`src/sv/skft_ram.sv`:
```
// Generic single-port-write, registered-read RAM.
module skft_ram #(
  parameter int Width = 8,
  parameter int Depth = 16
) (
  input  logic                     clk,
  input  logic                     we,
  input  logic [$clog2(Depth)-1:0] waddr,
  input  logic [Width-1:0]         wdata,
  input  logic [$clog2(Depth)-1:0] raddr,
  output logic [Width-1:0]         rdata
);
  logic [Width-1:0] mem [Depth];

  always_ff @(posedge clk) begin
    if (we) begin
      mem[waddr] <= wdata;
    end
    rdata <= mem[raddr];
  end
endmodule

```
`config.mk`:
```
export PLATFORM = sky130hd
export DESIGN_NAME = skft_ram
export DESIGN_NICKNAME = d
export VERILOG_FILES = /design/src/sv/skft_ram.sv
export SDC_FILE = /design/constraint.sdc
export NUM_CORES = 1
export LEC_CHECK = 0
export ABC_AREA = 0
export BUFFER_PORTS_ARGS = -buffer_cell sky130_fd_sc_hd__buf_2
export CORE_MARGIN = 2
export CORE_UTILIZATION = 33
export CTS_BUF_LIST = sky130_fd_sc_hd__clkbuf_4
export CTS_CLUSTER_DIAMETER = 40
export DETAILED_ROUTE_END_ITERATION = 7
export PLACE_DENSITY = 0.59
export SLEW_MARGIN = 20
export SYNTH_ARGS = -nofsm -noshare
export SYNTH_HDL_FRONTEND = slang
export SYNTH_SLANG_ARGS = --single-unit
```
`constraint.sdc`:
```
create_clock -name clk -period 2 [get_ports clk]
set_input_delay 0.4 -clock clk [delete_from_list [all_inputs] [get_ports clk]]
set_output_delay 0.4 -clock clk [all_outputs]
set_load 0.05 [all_outputs]
```
Yosys cells after proc, flatten, opt, wreduce, memory -nomap -nowiden

Memory sizes are Yosys's and may differ from the RTL's. A register that Yosys moved wholly into a read port is not among the register bits.
Cells that the tools add are included.
W data, S select, Z words.

Add/sub/neg operators: 0
Multipliers: 0
Divide/modulo/power cells: 0
Order comparisons: 0
Equality and inequality tests: 0
Shift operators: 0
Mux-type cells: 2
Bitwise logic cells: 0
Reduce and logical (&&, ||, !) cells: 0

Operators by type and width:

| cell    | number |
|---|---|
| $mux W1 | 2 |

Register bits after elaboration: 0
Bits in latches: 0
Bits in writable memories: 128
ROM bits: 0
Input bits: 18
Output and inout bits: 8
Word-level logic and storage cells: 3
Memories kept: 1

Memories:

| memory | depth | bits a word | read ports | clocked after Yosys merged registers in | wr ports | RTL line | text |
|---|---|---|---|---|---|---|---|
| mem    | 16    | 8           | 1          | 1                                       | 1        | 13       | `logic [Width-1:0] mem [Depth];` |

Logic depth before layout (Yosys ltp)

Depth in word-level cells: 2
Depth in mapped cells: 5
Gate-level depth less buffers: 3

Worst setup path before layout

OpenSTA, ideal clock, no wires.

Path kind: input port to flip-flop
Start point: input waddr[2]
End point: memory mem[0][0], enable pin
Library setup time: 383 ps
Arrival time: 1510 ps
Required time: 1617 ps
Slack: 107 ps
Stages: 2
Path buffers: 0
Path through: or3b_2 nor3_1

RTL lines:

| what        | RTL line | text |
|---|---|---|
| from (decl) | 8        | `input logic [$clog2(Depth)-1:0] waddr,` |
| to (decl)   | 13       |  |

Straight into the memory's write port.

Worst setup path in the final report

Start point: register rdata[6] (read register of mem)
End point: output rdata[6]

RTL lines:

| what        | RTL line | text |
|---|---|---|
| from (decl) | 11       | `output logic [Width-1:0] rdata` |

No word-level cell between the ends.

==> flow_metrics.py <==
metrics = {
    "run_status": {
        "status": "finished, final reports clean",
    },
    "sta": {
        "timing.fmax_ghz": 0.6265,
        "finalSetupTns_ns": 0,
        "hold_viol_final": 0,
        "maxSlewHeadroom_pct": 73.14,
        "tightestPinTransition_ns": 0.4030,
        "fin_skew_ns": 0.01447,
        "setup_viol": 0,
        "rsz0062_at_grt": "false",
        "setup_slack_ns": 0.4038,
        "min_period_ns": 1.596,
        "period_share_pct": 79.81,
        "finalMaxSlewViolations": 0,
    },
    "grt": {
        "grt_util_all_layers_pct": 12.88,
        "grt_max_degree": 33,
        "grt_pass1_vias": 2573,
        "antenna_found_initial": 0,
        "grt_pass1_wl_um": 15190,
        "overflow": 0,
    },
    "worst_setup_path": {
        "crit_arrival_ns": 1.20,
        "critPathKind": "register to output pin",
        "cp_slowest_cell": "dfxtp_1",
        "r2r_setup_slack_ns": 0.66,
        "critPathLaunchType": "register",
        "worst-path-buf-inv": 1,
        "cp_data_required_time_ns": 1.60,
        "worst_path_dominant_cell_family": "flip-flops",
        "cp_max_fo": 1,
        "path_cells": "buf_2",
        "slowest_delay_ns": 0.41,
        "cp-end-kind": "output pin",
    },
    "drt": {
        "num_vias": 2470,
        "drt_wl_total_um": 9965,
        "post_drt_wl_per_cell_um": 20.50,
        "drc": 0,
        "viasPerCell": 5.082,
        "detail-route-antenna-nets": 0,
        "dr.pass1.iters": 4,
        "drt_iter0_markers": 197,
    },
    "synth": {
        "synth.top_cell.area_share_pct": 74.67,
        "ys_seq_elements": 136,
        "synth.avg_cell_area_um2": 22.48,
        "ys_types": 19,
        "yosys.area.top_type": "edfxtp_1",
        "netlist_area_mm2": 0.005147,
        "syn_nets": 247,
        "yosysMostFrequentCell": "edfxtp_1",
        "synth_edf_count": 128,
        "synth_ff_type": "edfxtp_1",
        "yosysWarnings": 0,
        "synth_async_sr_flop_share_pct": 0,
        "synth_area_leaders": "edfxtp_1, mux4_2, mux4_1",
        "synth_common_cells": "edfxtp_1, mux4_2, a22oi_1, mux4_1, nor2_1",
        "syn_inst": 229,
        "seq_area_frac_synth_pct": 77.78,
    },
    "placement": {
        "port_buffers": 25,
        "pre_cts_ws_ns": 0.1692,
        "hpwlAfterDp_um": 6515,
        "gp_congestion": 0.6718,
    },
    "cells_and_area": {
        "layout.nets": 303,
        "layout.area.seq_mm2": 0.004004,
        "multi_input_area_mm2": 0.001057,
        "drive_above_1_share_pct": 30.87,
        "fin_util_pct": 38.71,
        "n_fill_cell": 1397,
        "syn_to_final_growth_pct": 14.32,
        "antenna_cells": 0,
    },
    "clocking": {
        "postCtsHoldBufs": 0,
        "cts_root_buf": "clkbuf_4",
        "cts_resized": 0,
        "clock_latency_ns": 0.49,
        "path_clk_slew_ns": 0.10,
        "cts-htree-levels": 4,
        "clock_sinks": 136,
        "clk_path_buf_depth": 2,
        "post_cts_buffers": 0,
        "cts_buffers": 17,
        "cts_tree": "done",
    },
    "floorplan": {
        "die-area_mm2": 0.01661,
        "initial_core_util_pct": 33.86,
        "core_mm2": 0.01520,
        "die_h_um": 128.9,
        "die_x_um": 128.9,
        "rows": 45,
        "top_level_ports": 26,
    },
    "worst_hold_path": {
        "hold_path.class": "input port to register",
    },
    "flow_run": {
        "maxCapViolCount": 0,
    },
    "power": {
        "p_leak_nw": 1.971,
        "power_density_mw_per_mm2": 889.1,
        "vdd_drop_max_mv": 0.2939,
        "total_power_mw": 5.232,
    },
}
[per-layer routing]
metal,wire length (um),GRT usage [%],up-vias
met3,518,4.116,6
met5,0,0,-
met2,4831,20.26,79
met1,4553,17.38,1296
met4,61,3.645,0
li1,-,-,1089
[cells by family (layout without fill, tap and decap cells)]
family | count (synthesis) | count (layout) | share of synthesized area, %
buf+inv | 10 | 79 | 1.677
mux | 32 | 32 | 15.02
simple gates | 35 | 35 | 3.184
compound gates | 16 | 16 | 2.334
flops | 136 | 136 | 77.78
[power breakdown]
part / internal, mW / switching (mW) / leakage, nW / total (mW)
logic: 0.135 / 0.229 / 0.600 / 0.365
clock network: 0.801 / 0.864 / 0.147 / 1.66
registers: 3.18 / 0.0219 / 1.22 / 3.20
[state kept, by name, indices dropped and copies added, names as in the netlist]
name   count
mem      128
rdata      8
[layout make-up]
type,count,area share (%)
clock buffer,23,2.934
sequential,136,68.04
multi-input combinational,83,17.97
tap,188,3.997
clock inverter,9,1.488
timing repair buffer,47,5.571
[metrics by stage]
step	cells	cell area, um^2	hold slack, ns
2_1_floorplan	229	5147	0.4989
3_3_place_gp	454	5624	0.6508
3_5_place_dp	454	5624	0.6546
4_1_cts	486	5884	0.2258
5_1_grt	486	5884	0.2193
6_report	486	5884	0.2777
[layout by cell type (no fill, tap or decap)]
cell type / instances
clkinv_1: 6
mux4_2: 18
a22oi_1: 16
nor2_1: 13
mux4_1: 14
edfxtp_1: 128
buf_4: 19
and2b_1: 1
nand2b_1: 2
or3b_2: 1
nand2_1: 9
clkinv_2: 1
nand3_1: 1
nand3b_1: 2
clkbuf_4: 23
bufinv_16: 2
nor3_1: 4
and2_1: 1
nor2b_1: 1
buf_2: 25
buf_12: 3
dfxtp_1: 8
[path summary, 6_finish.rpt]
kind                            startpoint        end  cells after the start
worst max register to register   mem[9][5]   rdata[5]                      3
worst max-delay path              rdata[6]   rdata[6]                      1
worst min register to register  mem[12][3]   rdata[3]                      3
worst min-delay path              wdata[3]  mem[5][3]                      1
No activity file was read; power rests on OpenSTA's default activity.
