## src/sv/skft_pkg.sv

```systemverilog
// Package: shared types and codes for the seen-kernel FIFO table.
package skft_pkg;

  typedef enum logic [1:0] {
    CMD_CHECK  = 2'd0,
    CMD_CHKREC = 2'd1,
    CMD_QUERY  = 2'd2,
    CMD_RECORD = 2'd3
  } cmd_t;

  typedef enum logic [1:0] {
    ST_NOT_SEEN   = 2'd0,
    ST_SEEN_SAME  = 2'd1,
    ST_SEEN_OTHER = 2'd2,
    ST_FULL       = 2'd3
  } status_t;

  typedef struct packed {
    logic [1:0]  cmd;
    logic [63:0] key_txid_w0;
    logic [63:0] key_txid_w1;
    logic [63:0] key_txid_w2;
    logic [63:0] key_txid_w3;
    logic [31:0] key_out_index;
    logic [63:0] block_hash_w0;
    logic [63:0] block_hash_w1;
    logic [63:0] block_hash_w2;
    logic [63:0] block_hash_w3;
  } in_beat_t;

  typedef struct packed {
    logic        accepted;
    logic [1:0]  status;
    logic [10:0] held_entries;
  } out_beat_t;

  typedef enum logic [2:0] {
    S_IDLE,
    S_READ,
    S_WAIT,
    S_CMP,
    S_DECIDE,
    S_OUT
  } state_t;

  localparam int KeyW  = 288;
  localparam int HashW = 256;

endpackage

```

## src/sv/skft_cmp.sv

```systemverilog
// Shared compare unit: registered key and hash equality of one stored entry.
module skft_cmp (
  input  logic                      clk,
  input  logic [skft_pkg::KeyW-1:0]  key_a,
  input  logic [skft_pkg::KeyW-1:0]  key_b,
  input  logic [skft_pkg::HashW-1:0] hash_a,
  input  logic [skft_pkg::HashW-1:0] hash_b,
  output logic                      key_eq_r,
  output logic                      hash_eq_r
);
  import skft_pkg::*;

  always_ff @(posedge clk) begin
    key_eq_r  <= (key_a == key_b);
    hash_eq_r <= (hash_a == hash_b);
  end
endmodule

```

## config.mk

```make
export PLATFORM = sky130hd
export DESIGN_NAME = skft_cmp
export DESIGN_NICKNAME = d
export VERILOG_FILES = /design/src/sv/skft_pkg.sv /design/src/sv/skft_cmp.sv
export SDC_FILE = /design/constraint.sdc
export NUM_CORES = 1
export LEC_CHECK = 0
export BUFFER_PORTS_ARGS = -buffer_cell sky130_fd_sc_hd__buf_2
export CAP_MARGIN = 20
export CORE_AREA = 5 5 418 420
export CTS_CLUSTER_DIAMETER = 80
export DETAILED_ROUTE_END_ITERATION = 16
export DIE_AREA = 0 0 423 425
export PLACE_DENSITY_LB_ADDON = 0.3
export SYNTH_ARGS = -nofsm -noshare
export SYNTH_HDL_FRONTEND = slang
export SYNTH_SLANG_ARGS = --single-unit
```

## constraint.sdc

```tcl
create_clock -name clk -period 1.8 [get_ports clk]
set_input_delay 0.18 -clock clk [delete_from_list [all_inputs] [get_ports clk]]
set_output_delay 0.18 -clock clk [all_outputs]
set_load 0.005 [all_outputs]
```

# After elaboration in Yosys (flattened, before gate mapping)

Cells that the tools add are included.

Equal/unequal tests: 2

Operators with widths:

| operator        | number |
|---|---|
| == test 288 bit | 1 |
| == test 256 bit | 1 |

Bits of input ports: 1089
Output and inout bits: 2
Word-level logic and storage cells: 4
Register bits after elaboration: 2

# Longest topological paths before layout

Word-level depth: 1
Depth in mapped cells: 6
Depth with buffers taken out: 6

# Least setup slack after synthesis

No wires, ideal clock.

Path type: input-to-reg
Start: in hash_b[189] (netlist name)
End: reg hash_eq_r
Data required time: 1.727 ns
Cell stages on the path: 6
Library setup time: 0.073 ns
Setup slack: 0.248 ns
Path buffers: 0
Arrival: 1.479 ns
Path through: xor2_1 -> a221o_1 -> nor4_1 -> nand4_1 -> or4_1 -> nor3_2

Word-level cells in the longest chain between the ends: 1

Ends and longest elaborated chain:

| what                 | line           | source |
|---|---|---|
| from (decl)          | skft_cmp.sv:7  | `input logic [skft_pkg::HashW-1:0] hash_b,` |
| == test 256 bit      | skft_cmp.sv:15 | `hash_eq_r <= (hash_a == hash_b);` |
| to (signal assigned) | skft_cmp.sv:15 |  |
| to (decl)            | skft_cmp.sv:9  | `output logic hash_eq_r` |

No other way between the ends.

# Final worst setup path

Start: in hash_b[172] (netlist name)
End: reg hash_eq_r

Same word-level chain as after synthesis.

==> flow_metrics.tcl <==
set metrics [dict create \
    numCtsBuffers 3 \
    critical_path.top_delay_family "simple AND/OR/NAND/NOR gates" \
    end_kind "register" \
    io_pins 1091 \
    violations "setup timing" \
    synthArstFlopShare_pct 0 \
    drtIter0Drc 614 \
    setup_viol 1 \
    die_y_microns 425 \
    relSlewSlack_pct 54.8 \
    grt_use_total_pct 17.3 \
    fin_crit_ns 1.97 \
    avgSynthCellArea_sq_um 8.14 \
    ys_seq_elements 2 \
    grt_start_max_net_pins 3 \
    critPathMaxFanout 1 \
    synthFlopType "dfxtp_1" \
    cts_hold_buf 0 \
    syn-cell-area_sq_um 5970 \
    area_growth_syn_to_layout_pct 155 \
    ir_drop_mv 0.175 \
    grt_remaining_overflow 0 \
    htreeDepth 1 \
    max_stage_delay_ns 0.57 \
    grt_pass1_vias 11306 \
    slowest_stage "or4_4" \
    clock_sinks 2 \
    vias 12123 \
    drv_slew 0 \
    worstMarginPinSlew_ns 0.672 \
    critPathArrivalTime_ns 2.14 \
    cts_setup_buffers 0 \
    cts_buffer_depth 2 \
    holdWs_ns 0.400 \
    fillers 20142 \
    antenna_left 0 \
    final_core_util_pct 8.93 \
    rsz0062_at_grt "yes" \
    hold_viol 0 \
    final_layout_size_suffix_gt1_share_pct 62.6 \
    mostFrequentLayoutCells "buf_2, xnor2_1, xor2_1" \
    status "finished, violations left" \
    nets 2981 \
    grt_antenna_before_repair 456 \
    die_area_sq_um 180000 \
    crit_path_frequent_cell "nand4_1" \
    synth_edf_count 0 \
    place_ws_ns -0.925 \
    yosys_warnings 0 \
    crit_chain "buf_2 > xnor2_1 > nand4_1 > nor4_1 > buf_4 > nand4_1 > or4_4 > nor3_2" \
    grt_pass1_wl_microns 185000 \
    syn_inst 734 \
    cts-root-buf "clkbuf_16" \
    vias_per_cell 2.89 \
    leakage_nw 6.53 \
    syn-num-nets 1823 \
    cp.buffers_inverters 2 \
    powerDensity_nw_per_um2 235 \
    core_sq_um 171000 \
    path_class "in2reg" \
    hpwl_microns 161000 \
    gp_congestion 0.974 \
    crit_required_ns 1.97 \
    rows 152 \
    period_share_pct 109 \
    fmax_mhz 509 \
    cp-start-kind "input pin" \
    drtPass1Iterations 4 \
    wl_per_cell_microns 38.8 \
    layout_setup_ws_ns -0.165 \
    portBuffers 1090 \
    drc_errors 0 \
    start_util_pct 3.50 \
    die_w_microns 423 \
    ys_seq_area_share_pct 0.670 \
    synth_cell_types 17 \
    cap_violations 0 \
    cts.reportedPaths.clkPinSlew_ns 0.04 \
    min_path_type "in2reg" \
    final_common_cell "buf_2" \
    drt-total-wl_microns 163000 \
    cts_tree "done" \
]
==> tightest hold or removal path: stages <==
cell	delay [ns]
buf_2	0.09
xnor2_1	0.05
nand4_1	0.06
nor4_1	0.05
nand3_1	0.11
nor3_2	0.06
==> synth_stat cells, types with 2 or more instances <==
master	instances	share of area, %
dfxtp_1	2	0.67
inv_1	5	0.31
nand3_1	3	0.25
nand4_1	91	9.5
nor4_1	81	8.5
nor4_2	2	0.42
o221ai_1	3	0.44
xnor2_1	293	43
xor2_1	246	36
==> cell type report <==
cell class	instances	area, sq um	area share (%)
timing repair buffer	1153	5980	39.3
antenna	77	193	1.27
tap	2233	2790	18.3
multi-input combinational	726	6130	40.2
sequential	2	40.0	0.263
inverter	6	22.5	0.148
clock buffer	3	75.1	0.493
==> layer usage <==
layer	GRT usage, %	part of all wire, %
met2	34.8	54
met4	1.84	3.0
met3	7.11	10
met1	16.7	32
met5	0	0.53
==> repair_timing <==
item,in CTS,in global routing
gates resized for setup,28,12
hold endpoints to repair,0,0
pin swaps,14,4
endpoints found under the setup margin,2,2
==> state kept, by name, summed over array words and instances, names as in the netlist <==
register,cells
hash_eq_r,1
key_eq_r,1
==> final timing paths <==
check | start | to | slack [ns] | cells after the start
max | hash_b[172] | hash_eq_r | -0.17 | 8
min | hash_a[157] | hash_eq_r | 0.40 | 6
==> per-stage QoR <==
step	power, mW	std cells	instance area (sq um)	TNS (ns)
floorplan	1.07	734	5970	0
global placement	3.09	4121	14700	-1.52
detailed placement	3.11	4121	14700	-1.53
CTS	3.64	4123	15000	-0.379
global route	3.85	4146	15100	-0.276
finish	3.58	4200	15200	-0.165
==> cell families (layout without fill, tap and decap cells) <==
kind of cell    after synthesis  in the layout  share of synthesized area, %
buf+inv                       6           1162                         0.377
flops                         2              2                         0.670
xor+xnor                    539            539                          79.0
simple gates                182            182                          19.2
other cells                   0             77                             0
compound gates                5              5                         0.754
==> where the power goes <==
| group | internal [mW] | switching [mW] |
|---|---|---|
| clock network | 0.291 | 0.136 |
| registers | 0.0444 | 0 |
| logic | 1.67 | 1.43 |
| total | 2.01 | 1.57 |
No activity file was read; power rests on OpenSTA's default activity.
